===== src/rtl/slt_pkg.sv =====
package slt_pkg;

	localparam int SLOT_W = 5;
	localparam int VAL_W  = 32;

	typedef enum logic [1:0] {
		OP_INSERT  = 2'd0,
		OP_DELETE  = 2'd1,
		OP_SEARCH  = 2'd2,
		OP_READOUT = 2'd3
	} opcode_t;

	typedef enum logic [1:0] {
		ST_OK        = 2'd0,
		ST_FULL      = 2'd1,
		ST_NOT_FOUND = 2'd2,
		ST_EMPTY     = 2'd3
	} status_t;

	typedef enum logic [1:0] {
		CELL_HOLD   = 2'd0,
		CELL_INSERT = 2'd1,
		CELL_DELETE = 2'd2,
		CELL_ROTATE = 2'd3
	} cell_op_t;

	typedef enum logic [1:0] {
		S_IDLE = 2'd0,
		S_EXEC = 2'd1,
		S_WALK = 2'd2
	} state_t;

	// broadcast to every cell of the row
	typedef struct packed {
		cell_op_t                 op;
		logic signed [VAL_W-1:0]  key;
	} cell_ctl_t;

endpackage


===== src/rtl/slt_cmd_if.sv =====
interface slt_cmd_if;
	logic                               valid;
	logic                               ready;
	logic [1:0]                         opcode;
	logic signed [slt_pkg::VAL_W-1:0]   value;
	logic [slt_pkg::SLOT_W-1:0]         slot;

	modport source(output valid, opcode, value, slot, input ready);
	modport sink(input valid, opcode, value, slot, output ready);
endinterface


===== src/rtl/slt_rsp_if.sv =====
interface slt_rsp_if;
	logic                               valid;
	logic                               ready;
	logic [1:0]                         status;
	logic [slt_pkg::SLOT_W-1:0]         found_slot;
	logic signed [slt_pkg::VAL_W-1:0]   item_value;
	logic                               last;

	modport source(output valid, status, found_slot, item_value, last, input ready);
	modport sink(input valid, status, found_slot, item_value, last, output ready);
endinterface


===== src/rtl/sorted_linked_list_slot_table.sv =====
// channel  dir  modport          payload
// cmd      in   slt_cmd_if.sink  opcode, value, slot
// rsp      out  slt_rsp_if.source status, found_slot, item_value, last
//
// insert and delete are accepted in IDLE and update the cell row in EXEC
// search and readout walk the row in WALK: the row rotates one cell per cycle
// past the head cell, a full turn, so the rotation of the row sets the rate
// a stalled rsp word holds the rotation wherever a word must be emitted
// reset empties every cell and marks every slot free at once, no clearing pass
module sorted_linked_list_slot_table #(
	parameter int SLOTS = 16
) (
	input  logic             clk,
	input  logic             arst_n,
	slt_cmd_if.sink          cmd,
	slt_rsp_if.source        rsp
);
	import slt_pkg::*;

	// slot ids run 1..SLOTS, 0 means none
	localparam int ID_W  = $clog2(SLOTS + 1);
	localparam int IDX_W = $clog2(SLOTS);
	localparam int CMP_W = (ID_W > SLOT_W) ? ID_W : SLOT_W;

	state_t                   state_q, state_d;

	// latched command word
	opcode_t                  op_q;
	logic signed [VAL_W-1:0]  key_q;
	logic [SLOT_W-1:0]        slot_q;

	// walk bookkeeping
	logic [IDX_W-1:0]         step_q;
	logic                     found_q;
	logic                     last_step;

	// cell row: cell 0 is the head of the list, valid cells form a prefix
	logic [SLOTS-1:0]         valid_c;
	logic [ID_W-1:0]          id_c [SLOTS];
	logic signed [VAL_W-1:0]  val_c [SLOTS];
	logic [SLOTS-1:0]         le_c;
	logic [SLOTS-1:0]         past_c;
	cell_ctl_t                ctl;
	cell_op_t                 cell_op;

	// free slot tracking
	logic                     full;
	logic [ID_W-1:0]          alloc_id;
	logic [SLOTS-1:0]         free_map;
	logic                     alloc;
	logic                     rel;
	logic [CMP_W-1:0]         slot_ext;
	logic [CMP_W-1:0]         slot_m1;

	// result word register
	logic                     rsp_vld_q;
	status_t                  rsp_status_q;
	logic [SLOT_W-1:0]        rsp_slot_q;
	logic signed [VAL_W-1:0]  rsp_value_q;
	logic                     rsp_last_q;

	// control decode
	logic                     empty;
	logic                     del_hit;
	logic                     search_hit;
	logic                     can_emit;
	logic                     emit;
	logic                     go;
	logic                     walk_start;
	status_t                  e_status;
	logic [CMP_W-1:0]         e_slot;
	logic signed [VAL_W-1:0]  e_value;
	logic                     e_last;

	assign empty      = !valid_c[0];
	assign del_hit    = past_c[SLOTS-1];
	assign search_hit = valid_c[0] && (val_c[0] == key_q);
	assign last_step  = (step_q == IDX_W'(SLOTS - 1));
	assign can_emit   = !rsp_vld_q || rsp.ready;
	assign slot_ext   = CMP_W'(slot_q);
	assign slot_m1    = slot_ext - CMP_W'(1);

	assign ctl.op  = cell_op;
	assign ctl.key = key_q;

	// ---------------------------------------------------------------
	// the cell row
	// ---------------------------------------------------------------
	for (genvar k = 0; k < SLOTS; k++) begin : g_cell
		logic                     l_valid, l_le, l_past;
		logic [ID_W-1:0]          l_id;
		logic signed [VAL_W-1:0]  l_val;
		logic                     r_valid;
		logic [ID_W-1:0]          r_id;
		logic signed [VAL_W-1:0]  r_val;

		if (k == 0) begin : g_head
			// virtual left neighbor sorts before everything
			assign l_valid = 1'b0;
			assign l_id    = '0;
			assign l_val   = '0;
			assign l_le    = 1'b1;
			assign l_past  = 1'b0;
		end else begin : g_body
			assign l_valid = valid_c[k-1];
			assign l_id    = id_c[k-1];
			assign l_val   = val_c[k-1];
			assign l_le    = le_c[k-1];
			assign l_past  = past_c[k-1];
		end

		if (k == SLOTS - 1) begin : g_tail
			// tail wraps to the head while rotating, fills empty on delete
			assign r_valid = (cell_op == CELL_ROTATE) ? valid_c[0] : 1'b0;
			assign r_id    = id_c[0];
			assign r_val   = val_c[0];
		end else begin : g_mid
			assign r_valid = valid_c[k+1];
			assign r_id    = id_c[k+1];
			assign r_val   = val_c[k+1];
		end

		slt_cell #(
			.ID_W  (ID_W),
			.CMP_W (CMP_W)
		) u_cell (
			.clk         (clk),
			.arst_n      (arst_n),
			.ctl         (ctl),
			.new_id      (alloc_id),
			.del_id      (slot_ext),
			.left_valid  (l_valid),
			.left_id     (l_id),
			.left_val    (l_val),
			.left_le     (l_le),
			.left_past   (l_past),
			.right_valid (r_valid),
			.right_id    (r_id),
			.right_val   (r_val),
			.valid       (valid_c[k]),
			.id          (id_c[k]),
			.val         (val_c[k]),
			.le          (le_c[k]),
			.past        (past_c[k])
		);
	end

	slt_free #(
		.SLOTS (SLOTS),
		.ID_W  (ID_W),
		.IDX_W (IDX_W)
	) u_free (
		.clk      (clk),
		.arst_n   (arst_n),
		.alloc    (alloc),
		.rel      (rel),
		.rel_idx  (slot_m1[IDX_W-1:0]),
		.full     (full),
		.alloc_id (alloc_id),
		.free_map (free_map)
	);

	// ---------------------------------------------------------------
	// next state
	// ---------------------------------------------------------------
	always_comb begin
		state_d = state_q;
		unique case (state_q)
			S_IDLE: begin
				if (cmd.valid) begin
					state_d = S_EXEC;
				end
			end
			S_EXEC: begin
				if (go) begin
					state_d = walk_start ? S_WALK : S_IDLE;
				end
			end
			S_WALK: begin
				if (go && last_step) begin
					state_d = S_IDLE;
				end
			end
			default: begin
				state_d = S_IDLE;
			end
		endcase
	end

	// ---------------------------------------------------------------
	// outputs of the sequencer
	// ---------------------------------------------------------------
	always_comb begin
		emit       = 1'b0;
		go         = 1'b0;
		walk_start = 1'b0;
		e_status   = ST_OK;
		e_slot     = '0;
		e_value    = '0;
		e_last     = 1'b1;
		cell_op    = CELL_HOLD;
		alloc      = 1'b0;
		rel        = 1'b0;
		unique case (state_q)
			S_IDLE: begin
			end
			S_EXEC: begin
				unique case (op_q)
					OP_INSERT: begin
						emit = 1'b1;
						if (full) begin
							e_status = ST_FULL;
						end else begin
							e_slot = CMP_W'(alloc_id);
						end
					end
					OP_DELETE: begin
						emit = 1'b1;
						if (empty) begin
							e_status = ST_EMPTY;
						end else if (!del_hit) begin
							e_status = ST_NOT_FOUND;
						end
					end
					OP_SEARCH, OP_READOUT: begin
						if (empty) begin
							emit     = 1'b1;
							e_status = ST_EMPTY;
						end else begin
							walk_start = 1'b1;
						end
					end
					default: begin
					end
				endcase
				go = !emit || can_emit;
				// the row and the free map change only with the result word
				if (go && op_q == OP_INSERT && !full) begin
					cell_op = CELL_INSERT;
					alloc   = 1'b1;
				end
				if (go && op_q == OP_DELETE && !empty && del_hit) begin
					cell_op = CELL_DELETE;
					rel     = 1'b1;
				end
			end
			S_WALK: begin
				if (op_q == OP_READOUT) begin
					// every list entry passes the head once per turn
					emit    = valid_c[0];
					e_slot  = CMP_W'(id_c[0]);
					e_value = val_c[0];
					e_last  = last_step || !valid_c[1];
				end else begin
					// first match in list order, or a miss at the end of the turn
					emit     = !found_q && (search_hit || last_step);
					e_status = search_hit ? ST_OK : ST_NOT_FOUND;
					e_slot   = search_hit ? CMP_W'(id_c[0]) : '0;
				end
				go = !emit || can_emit;
				if (go) begin
					cell_op = CELL_ROTATE;
				end
			end
			default: begin
			end
		endcase
	end

	assign cmd.ready = (state_q == S_IDLE);

	// ---------------------------------------------------------------
	// registers
	// ---------------------------------------------------------------
	always_ff @(posedge clk or negedge arst_n) begin
		if (!arst_n) begin
			state_q <= S_IDLE;
			step_q  <= '0;
			found_q <= 1'b0;
		end else begin
			state_q <= state_d;
			if (state_q == S_EXEC) begin
				step_q  <= '0;
				found_q <= 1'b0;
			end else if (state_q == S_WALK && go) begin
				step_q  <= step_q + IDX_W'(1);
				found_q <= found_q || search_hit;
			end
		end
	end

	always_ff @(posedge clk) begin
		if (cmd.valid && cmd.ready) begin
			op_q   <= opcode_t'(cmd.opcode);
			key_q  <= cmd.value;
			slot_q <= cmd.slot;
		end
	end

	always_ff @(posedge clk or negedge arst_n) begin
		if (!arst_n) begin
			rsp_vld_q <= 1'b0;
		end else if (emit && go) begin
			rsp_vld_q <= 1'b1;
		end else if (rsp.ready) begin
			rsp_vld_q <= 1'b0;
		end
	end

	always_ff @(posedge clk) begin
		if (emit && go) begin
			rsp_status_q <= e_status;
			rsp_slot_q   <= e_slot[SLOT_W-1:0];
			rsp_value_q  <= e_value;
			rsp_last_q   <= e_last;
		end
	end

	assign rsp.valid      = rsp_vld_q;
	assign rsp.status     = rsp_status_q;
	assign rsp.found_slot = rsp_slot_q;
	assign rsp.item_value = rsp_value_q;
	assign rsp.last       = rsp_last_q;

	// ---------------------------------------------------------------
	// checks
	// ---------------------------------------------------------------

	// between commands the list sits packed at the head of the row
	a_row_packed: assert property (@(posedge clk) disable iff (!arst_n)
		(state_q == S_IDLE) |-> ((valid_c & (valid_c + SLOTS'(1))) == '0))
		else $error("cell row has a gap between commands");

	// every slot is either in the list or free, never both
	a_slot_count: assert property (@(posedge clk) disable iff (!arst_n)
		(state_q == S_IDLE) |-> (($countones(valid_c) + $countones(free_map)) == SLOTS))
		else $error("list length and free map disagree");

	// the free map moves only when a command executes
	a_free_stable: assert property (@(posedge clk) disable iff (!arst_n)
		(state_q != S_EXEC) |=> $stable(free_map))
		else $error("free map changed outside execution");

endmodule


===== src/rtl/slt_cell.sv =====
module slt_cell #(
	parameter int ID_W  = 5,
	parameter int CMP_W = 5
) (
	input  logic                              clk,
	input  logic                              arst_n,
	input  slt_pkg::cell_ctl_t                ctl,
	input  logic [ID_W-1:0]                   new_id,
	input  logic [CMP_W-1:0]                  del_id,
	input  logic                              left_valid,
	input  logic [ID_W-1:0]                   left_id,
	input  logic signed [slt_pkg::VAL_W-1:0]  left_val,
	input  logic                              left_le,
	input  logic                              left_past,
	input  logic                              right_valid,
	input  logic [ID_W-1:0]                   right_id,
	input  logic signed [slt_pkg::VAL_W-1:0]  right_val,
	output logic                              valid,
	output logic [ID_W-1:0]                   id,
	output logic signed [slt_pkg::VAL_W-1:0]  val,
	output logic                              le,
	output logic                              past
);
	import slt_pkg::*;

	logic                     valid_q;
	logic [ID_W-1:0]          id_q;
	logic signed [VAL_W-1:0]  val_q;
	logic                     valid_d;
	logic [ID_W-1:0]          id_d;
	logic signed [VAL_W-1:0]  val_d;

	// le: this entry sorts at or before the key, so an insert lands behind it
	assign le    = valid_q && (val_q <= ctl.key);
	assign past  = left_past || (valid_q && (CMP_W'(id_q) == del_id));
	assign valid = valid_q;
	assign id    = id_q;
	assign val   = val_q;

	always_comb begin
		valid_d = valid_q;
		id_d    = id_q;
		val_d   = val_q;
		unique case (ctl.op)
			CELL_HOLD: begin
			end
			CELL_INSERT: begin
				if (!le) begin
					if (left_le) begin
						valid_d = 1'b1;
						id_d    = new_id;
						val_d   = ctl.key;
					end else begin
						valid_d = left_valid;
						id_d    = left_id;
						val_d   = left_val;
					end
				end
			end
			CELL_DELETE: begin
				if (past) begin
					valid_d = right_valid;
					id_d    = right_id;
					val_d   = right_val;
				end
			end
			CELL_ROTATE: begin
				valid_d = right_valid;
				id_d    = right_id;
				val_d   = right_val;
			end
			default: begin
			end
		endcase
	end

	always_ff @(posedge clk or negedge arst_n) begin
		if (!arst_n) begin
			valid_q <= 1'b0;
		end else begin
			valid_q <= valid_d;
		end
	end

	always_ff @(posedge clk) begin
		id_q  <= id_d;
		val_q <= val_d;
	end

endmodule


===== src/rtl/slt_free.sv =====
module slt_free #(
	parameter int SLOTS = 16,
	parameter int ID_W  = 5,
	parameter int IDX_W = 4
) (
	input  logic              clk,
	input  logic              arst_n,
	input  logic              alloc,
	input  logic              rel,
	input  logic [IDX_W-1:0]  rel_idx,
	output logic              full,
	output logic [ID_W-1:0]   alloc_id,
	output logic [SLOTS-1:0]  free_map
);
	import slt_pkg::*;

	logic [SLOTS-1:0]  free_q;
	logic [IDX_W-1:0]  alloc_idx;

	// lowest free slot wins
	always_comb begin
		alloc_idx = '0;
		for (int i = SLOTS - 1; i >= 0; i--) begin
			if (free_q[i]) begin
				alloc_idx = IDX_W'(i);
			end
		end
	end

	assign alloc_id = ID_W'(alloc_idx) + ID_W'(1);
	assign full     = ~|free_q;
	assign free_map = free_q;

	always_ff @(posedge clk or negedge arst_n) begin
		if (!arst_n) begin
			free_q <= '1;
		end else begin
			if (alloc) begin
				free_q[alloc_idx] <= 1'b0;
			end
			if (rel) begin
				free_q[rel_idx] <= 1'b1;
			end
		end
	end

endmodule

===== src/flat_wrapper.sv =====
// flat-port wrapper written by rule: the top's interface ports become plain ports
module sorted_linked_list_slot_table_flat import slt_pkg::*;
#(
	parameter int SLOTS = 16
)
  (clk, arst_n, cmd_valid, cmd_opcode, cmd_value, cmd_slot, cmd_ready, rsp_valid, rsp_status, rsp_found_slot, rsp_item_value, rsp_last, rsp_ready);
  slt_cmd_if cmd_i ();
  slt_rsp_if rsp_i ();
  input  logic clk;
  input  logic arst_n;
  input wire logic [$bits(cmd_i.valid)-1:0] cmd_valid;
  input wire logic [$bits(cmd_i.opcode)-1:0] cmd_opcode;
  input wire logic [$bits(cmd_i.value)-1:0] cmd_value;
  input wire logic [$bits(cmd_i.slot)-1:0] cmd_slot;
  output wire logic [$bits(cmd_i.ready)-1:0] cmd_ready;
  output wire logic [$bits(rsp_i.valid)-1:0] rsp_valid;
  output wire logic [$bits(rsp_i.status)-1:0] rsp_status;
  output wire logic [$bits(rsp_i.found_slot)-1:0] rsp_found_slot;
  output wire logic [$bits(rsp_i.item_value)-1:0] rsp_item_value;
  output wire logic [$bits(rsp_i.last)-1:0] rsp_last;
  input wire logic [$bits(rsp_i.ready)-1:0] rsp_ready;
  assign cmd_i.valid = cmd_valid;
  assign cmd_i.opcode = cmd_opcode;
  assign cmd_i.value = cmd_value;
  assign cmd_i.slot = cmd_slot;
  assign cmd_ready = cmd_i.ready;
  assign rsp_valid = rsp_i.valid;
  assign rsp_status = rsp_i.status;
  assign rsp_found_slot = rsp_i.found_slot;
  assign rsp_item_value = rsp_i.item_value;
  assign rsp_last = rsp_i.last;
  assign rsp_i.ready = rsp_ready;
  sorted_linked_list_slot_table #(.SLOTS(SLOTS)) u_core (.clk(clk), .arst_n(arst_n), .cmd(cmd_i), .rsp(rsp_i));
endmodule

===== config.mk =====
export PLATFORM = sky130hd
export DESIGN_NAME = sorted_linked_list_slot_table_flat
export DESIGN_NICKNAME = d
export VERILOG_FILES = /design/src/rtl/slt_pkg.sv /design/src/rtl/slt_cmd_if.sv /design/src/rtl/slt_rsp_if.sv /design/src/rtl/sorted_linked_list_slot_table.sv /design/src/rtl/slt_cell.sv /design/src/rtl/slt_free.sv /design/src/flat_wrapper.sv
export SDC_FILE = /design/constraint.sdc
export NUM_CORES = 2
export LEC_CHECK = 0
export ABC_CLOCK_PERIOD_IN_PS = 10000
export BUFFER_PORTS_ARGS = -buffer_cell sky130_fd_sc_hd__buf_2
export CAP_MARGIN = 10
export CORE_AREA = 2 2 329 331
export DETAILED_ROUTE_END_ITERATION = 12
export DIE_AREA = 0 0 331 333
export PLACE_DENSITY_LB_ADDON = 0.25
export SYNTH_ARGS = -nofsm -noshare
export SYNTH_HDL_FRONTEND = slang
export SYNTH_SLANG_ARGS = --single-unit
export TNS_END_PERCENT = 5

===== constraint.sdc =====
create_clock -name clk -period 10 [get_ports clk]
set_clock_uncertainty 0.05 [all_clocks]
set_input_delay 2 -clock clk [delete_from_list [all_inputs] [get_ports clk]]
set_output_delay 2 -clock clk [all_outputs]
set_load 0.05 [all_outputs]

-- Word-level counts from Yosys, hierarchy flattened
Index checks and enable logic that the tools add are counted.
- register bits after elaboration: 711
- output and inout bits: 42
- add/sub/neg operators: 3
- magnitude comparators: 20
- equal/unequal tests: 61
- multiplexer cells: 254
- bitwise operators: 3
- reduce and logical (&&, ||, !) cells: 97
- operator list (operator ; number):
    32-bit one-hot mux with 3 select lines ; 16
    32-bit two-way mux ; 47
    32-bit less-or-equal comparator ; 16
    5-bit two-way mux ; 51
    5-bit one-hot mux with 3 select lines ; 16
    5-bit == test ; 16
    4-bit two-way mux ; 18
    1-bit two-way mux ; 67
    2-bit != test, second input constant ; 32
    3-bit AND reduction ; 17
    1-bit one-hot mux with 3 select lines ; 16
    1-bit logical AND ; 45
    32-bit == test ; 1
    16-bit two-way mux ; 2
    2-bit two-way mux ; 11
    1-bit logical OR ; 21
    16-bit bitwise AND ; 1
    16-bit NOT ; 1
    16-bit OR ; 1
    16-bit OR reduction ; 1
    2-bit one-hot mux with 3 select lines ; 2
    2-bit == test, second input constant ; 5
    4-bit by 5-bit < comparator with 1-bit output, second input constant ; 2
    5-bit one-hot mux with 2 select lines ; 1
    other kinds (16) ; 32

-- Depth between registers and ports, before layout
- depth in word-level cells: 25
- depth in mapped cells: 16
- depth with buffers taken out: 10

-- By module
A second synthesis with hierarchy kept.
- cells, all modules: 5090
- area total of the unflattened synthesis: 50586.0 um^2
- modules (own cells, without submodules) (module ; times used ; cells each ; area an instance (um^2) ; sequential area each (um^2)):
    slt_cell ; 16 ; 294 ; 2857.7 ; 1136.1
    sorted_linked_list_slot_table ; 1 ; 279 ; 3901.2 ; 2572.5
    slt_free ; 1 ; 107 ; 960.9 ; 420.4

-- Worst setup path after synthesis
OpenSTA, ideal clock, no wires.
- path kind: in2reg
- from: in rsp_ready
- to: reg u_core.g_cell[7].u_cell.id_q[0], enable pin
- setup time: 0.451 ns
- arrival: 4.888 ns
- data required time: 9.499 ns
- path slack: 4.611 ns
- stages: 8
- cell sequence: nand2b_1 -> nor4_1 -> a31oi_1 -> and3_1 -> or2_1 -> clkbuf_1 -> nand2_1 -> a2bb2oi_1
- cells in the longest elaborated chain, start to end: 10
- elaborated cells on any way between the ends: 19
- those cells by class: 5 x eq/ne; 4 x mux; 10 x reduce/logical
- RTL lines (item ; RTL line ; text):
    from (decl) ; flat_wrapper.sv:21 ; input wire logic [$bits(rsp_i.ready)-1:0] rsp_ready;
    1-bit logical OR * ; sorted_linked_list_slot_table.sv:79 ; assign can_emit = !rsp_vld_q || rsp.ready;
    1-bit logical OR ; sorted_linked_list_slot_table.sv:236 ; go = !emit || can_emit;
    1-bit logical AND (on tied branches) (2 in a row) ; sorted_linked_list_slot_table.sv:238, sorted_linked_list_slot_table.sv:242 ;
    1-bit two-way mux or 1-bit logical AND (tied branches) ; sorted_linked_list_slot_table.sv:238, sorted_linked_list_slot_table.sv:242 ;
    2-bit two-way mux ; sorted_linked_list_slot_table.sv:242 ; if (go && op_q == OP_DELETE && !empty && del_hit) begin
    2-bit one-hot mux with 2 select lines * ; sorted_linked_list_slot_table.sv:204 ; unique case (state_q)
    2-bit by 1-bit == test with 1-bit output or 2-bit == test (tied branches) ; slt_cell.sv:44 ; unique case (ctl.op)
    2-bit != test (no line) or 3-bit nonzero test (tied branches) ; -- ;
    3-bit AND reduction (no line) * ; -- ;
    to (signal assigned) ; slt_cell.sv:86 ; id_q <= id_d;
    to (decl) ; slt_cell.sv:27 ; logic [ID_W-1:0] id_q;
Every way passes the cells marked *; elsewhere a longest branch is shown, timed or not.
A chain may end at the register's enable or synchronous reset.

-- Worst setup path after layout
- from: reg u_core.key_q[25]
- to: reg u_core.g_cell[12].u_cell.val_q[12], enable pin
- cells in the longest elaborated chain, start to end: 13
- elaborated cells on any way between the ends: 19
- those cells by class: 1 x order compare; 6 x eq/ne; 4 x mux; 8 x reduce/logical
- RTL lines (item ; RTL line ; text):
    from (decl) ; sorted_linked_list_slot_table.sv:29 ; logic signed [VAL_W-1:0] key_q;
    from (signal assigned) ; sorted_linked_list_slot_table.sv:295 ; key_q <= cmd.value;
    32-bit == test ; sorted_linked_list_slot_table.sv:77 ; assign search_hit = valid_c[0] && (val_c[0] == key_q);
    1-bit logical AND ; sorted_linked_list_slot_table.sv:77 ;
    1-bit logical OR ; sorted_linked_list_slot_table.sv:256 ; emit = !found_q && (search_hit || last_step);
    1-bit logical AND ; sorted_linked_list_slot_table.sv:256 ;
    1-bit two-way mux ; sorted_linked_list_slot_table.sv:248 ; if (op_q == OP_READOUT) begin
    1-bit two-way mux ; sorted_linked_list_slot_table.sv:204 ;
    1-bit logical NOT ; sorted_linked_list_slot_table.sv:260 ; go = !emit || can_emit;
    1-bit logical OR ; sorted_linked_list_slot_table.sv:260 ;
    2-bit two-way mux ; sorted_linked_list_slot_table.sv:261 ; if (go) begin
    2-bit one-hot mux with 2 select lines ; sorted_linked_list_slot_table.sv:204 ;
    2-bit by 1-bit == test with 1-bit output or 2-bit == test (tied branches) ; slt_cell.sv:44 ;
    2-bit != test (no line) or 3-bit nonzero test (tied branches) ; -- ;
    3-bit AND reduction (no line) * ; -- ;
    to (signal assigned) ; slt_cell.sv:87 ; val_q <= val_d;
    to (decl) ; slt_cell.sv:28 ; logic signed [VAL_W-1:0] val_q;
Every way passes the cells marked *; elsewhere a longest branch is shown, timed or not. The select of a mux whose other input is x is not followed.

==> summary.md <==
| Metric | Value |
|---|---|
| Result of the run | completed |
| HPWL after detailed placement | 124 mm |
| Iteration-0 DRC count of the detailed router | 5456 |
| TritonCTS clock tree | built |
| Top library cells by usage in the layout, fill and taps aside | 671 x edfxtp_1, 626 x nand2_1, 520 x ha_1, 376 x a21oi_1, 341 x mux2i_1 |
| CTS root buf | clkbuf_16 |
| Layout Cell Area excl Fill | 0.0522 mm2 |
| Aggregate negative setup slack | 0 ns |
| Die width | 331 um |
| Number of clock sinks | 711 |
| Number of max-capacitance violations reported | 0 |
| Number of enable flip-flop cells after synthesis | 671 |
| Number of buffers on the longest clock path | 3 |
| Number of I/O port buffers | 84 |
| Grt total ovfl | 0 |
| XOR/XNOR Fraction of Synth Area | 1.58% |
| Final-report hold violation count | 0 |
| Leading register cell type out of synthesis | edfxtp_1 |
| Static Leakage | 20.9 nW |
| Fraction of layout cells with a size suffix above 1 | 7.58% |
| Mean number of vias per cell | 6.52 |
| RSZ-0062 raised after global routing | false |
| Post-CTS Hold Fix Bufs | 0 |
| DR pass1 iterations | 8 |
| Maximum VDD drop | 342 uV |
| Tcrit/Tclk final | 60.5% |
| Largest cells by area after synthesis | edfxtp_1 42%, ha_1 14%, mux2i_1 7.2% |
| Die Area | 0.110 mm2 |
| Dominant combinational cell family by area after synthesis | compound AO/OA/AOI/OAI gates |
| Post-detailed-route wirelength per cell | 29.5 um |
| Power per Cell Area | 303 mW/mm2 |
| Cell count after synthesis | 4723 |
| # Post-CTS Setup Buffers | 0 |
| Post-Syn Nets | 5286 |
| Weighted congestion reported at the end of routability-driven placement | 1.03 |
| Seq/Total Area, Yosys | 44.5% |
| Reg2Reg Depth | 12 |
| Area grow syn2layout | 9.59% |
| Path class of the lowest-slack min-delay path | register to register |
| H-tree level count | 3 |
| Share of synthesized flip-flops with an asynchronous set or reset | 5.63% |
| Worst setup SP type | register |
| Proportion of netlist area held by the largest area contributor | 42.3% |
| Synthesized area per cell | 10.1 um2 |
| Clock insertion delay at the later pin of the skew report | 0.69 ns |
| Floorplan core area | 0.107 mm2 |
| Starting utilization of the core area | 44.7% |
| # setup viols final | 0 |
| Maximum net fanout on the critical path | 38 |
| Summed instance area of the synthesized netlist | 0.0476 mm2 |
| Compound-gate portion of the synthesized area | 15.3% |
| Number of core rows | 120 |
| Top achievable clock speed | 165 MHz |
| Wirelength, routed | 182 mm |
| Headroom to the max-slew limit | 7.83% |
| Period minus WS final | 6.05 ns |
| Critical path capture point type | register |
| Most common cell after layout, fill and taps aside | edfxtp_1 |
| Mux contribution to synthesized area | 7.33% |
| Boundary pin count | 85 |
| Number of antenna violations at the first check in global routing | 5 |
| Synthesis-stage register bit count | 711 |
| DRC violation count after routing | 0 |
| DP Area | 0.0494 mm2 |
| Number of antenna-violating nets in the routed design | 0 |
| Number of vias in the routed layout | 40200 |
| Number of max-slew violations in the final report | 0 |
| Cells resized by post-CTS repair | 0 |
| Clk slew on worst S/H paths | 0.06 ns |
| Number of distinct library cell variants in the gate-level netlist after synthesis | 83 |
| Net count reported at finish | 5250 |
| DIE HEIGHT | 333 um |
| Total global-route track usage | 32.3% |
| Post-Synth Adder-Cell Area | 13.7% |
| Pin count of the biggest net entering global routing | 241 |
| Classification of the worst setup path | register to register |
| Total clock buffers created by CTS | 88 |
| Min-Delay Path Depth | 2 |
| Largest area contributor in the synthesized netlist | edfxtp_1 |
| Data arrival time of the critical path | 6.29 ns |
| Wire length of the first global-routing pass | 262 mm |
| Vias in the first global route | 38200 |
| Simple logic cell fraction of the synthesized area | 14.2% |
| Yosys warning count | 0 |
| Transition at the pin with the smallest max-transition slack | 1.38 ns |
| CP required | 10.24 ns |
-- power breakdown --
| part | total [mW] | leakage [nW] | switching, mW | internal, mW |
|---|---|---|---|---|
| registers | 5.15 | 6.55 | 0.704 | 4.45 |
| logic | 7.46 | 13.0 | 5.01 | 2.46 |
| clock network | 3.19 | 1.36 | 1.35 | 1.83 |
-- metrics by stage --
| step | total power, mW | worst slack [ns] | std cells | utilization (%) | hold WS (ns) |
|---|---|---|---|---|---|
| final | 15.8 | 3.95 | 6164 | 49.0 | 0.447 |
| after global routing | 16.5 | 3.81 | 6163 | 49.0 | 0.466 |
| after CTS | 15.6 | 4.20 | 6161 | 49.0 | 0.447 |
| after detailed placement | 12.4 | 4.13 | 5998 | 46.3 | 0.443 |
| after global placement | 12.3 | 3.54 | 5996 | 46.3 | 0.439 |
| after floorplan | 9.72 | 4.61 | 4723 | - | 0.414 |
-- Yosys cell counts, types with 16 or more instances --
| cell | count |
|---|---|
| edfxtp_1 | 671 |
| nand2_1 | 628 |
| ha_1 | 520 |
| a21oi_1 | 376 |
| mux2i_1 | 343 |
| nor2_1 | 291 |
| o21ai_0 | 258 |
| nand3_1 | 193 |
| clkbuf_1 | 157 |
| o211ai_1 | 155 |
| nand4_1 | 125 |
| buf_2 | 107 |
| o21ai_1 | 102 |
| inv_1 | 96 |
| a31oi_1 | 52 |
| and2_1 | 48 |
| a21o_1 | 47 |
| xor2_1 | 44 |
| xnor2_1 | 42 |
| a211oi_1 | 39 |
| nor3_1 | 33 |
| nor4_1 | 29 |
| dfrtp_1 | 24 |
| and3_1 | 23 |
| nand2b_1 | 23 |
| nor2b_1 | 20 |
| o21a_1 | 18 |
| dfstp_2 | 16 |
-- final cells by class --
| cell class | count | area [um2] |
|---|---|---|
| tap | 1403 | 1760 |
| clock inverter | 44 | 344 |
| clock buffer | 119 | 2440 |
| timing repair buffer | 165 | 1090 |
| sequential | 711 | 21200 |
| multi-input combinational | 3625 | 25000 |
| antenna | 1 | 2.50 |
| fill | 9890 | 54400 |
| inverter | 96 | 360 |
-- routing by layer --
| metal | vias to the layer above | global-route usage (%) | wire length [um] |
|---|---|---|---|
| li1 | 17800 | - | - |
| met1 | 19500 | 43.1 | 72800 |
| met2 | 2372 | 49.1 | 80100 |
| met3 | 518 | 7.73 | 19000 |
| met4 | 4 | 15.8 | 9960 |
| met5 | - | 0 | 27 |
-- worst max-delay path, stage by stage, from the launching register on --
cell,delay (ns)
edfxtp_1,0.72
inv_1,0.31
buf_4,0.28
ha_1,0.40
a21oi_1,0.10
o21ai_0,0.40
a2111oi_0,0.22
or3b_2,0.48
or4b_1,0.57
o2111ai_4,0.13
buf_4,0.73
o221a_2,0.42
buf_4,0.65
-- registers in the layout, summed over array words and instances, names as in the netlist, 2 cells and up --
| register | flops |
|---|---|
| u_core.op_q | 2 |
| u_core.key_q | 32 |
| u_core.rsp.status | 2 |
| u_core.slot_ext | 5 |
| u_core.g_cell.u_cell.val | 512 |
| u_core.g_cell.u_cell.id | 80 |
| u_core.u_free.free_map | 16 |
| u_core.rsp.found_slot | 5 |
| u_core.rsp.item_value | 32 |
| u_core.step_q | 4 |
| u_core.state_q | 2 |
| u_core.g_cell.u_cell.valid | 16 |
-- logic make-up (layout without fill, tap and decap cells) --
kind of cell    Yosys count  after routing
simple gates           1472           1472
flops                   711            711
compound gates         1199           1199
buf+inv                 387            424
fa+ha+maj               520            520
mux                     348            348
xor+xnor                 86             86
other cells               0              1
-- final timing paths --
check	startpoint	endpoint	slack, ns
max	u_core.key_q[25]	u_core.g_cell[12].u_cell.val[12]	3.95
min	u_core.u_free.free_map[15]	u_core.u_free.free_map[15]	0.45
max reg2reg	u_core.key_q[25]	u_core.g_cell[12].u_cell.val[12]	3.95
min reg2reg	u_core.u_free.free_map[15]	u_core.u_free.free_map[15]	0.45
max in group asynchronous	arst_n	u_core.g_cell[5].u_cell.valid	7.79
min in group asynchronous	arst_n	u_core.state_q[1]	1.45
(Power assumes the default switching activity.)
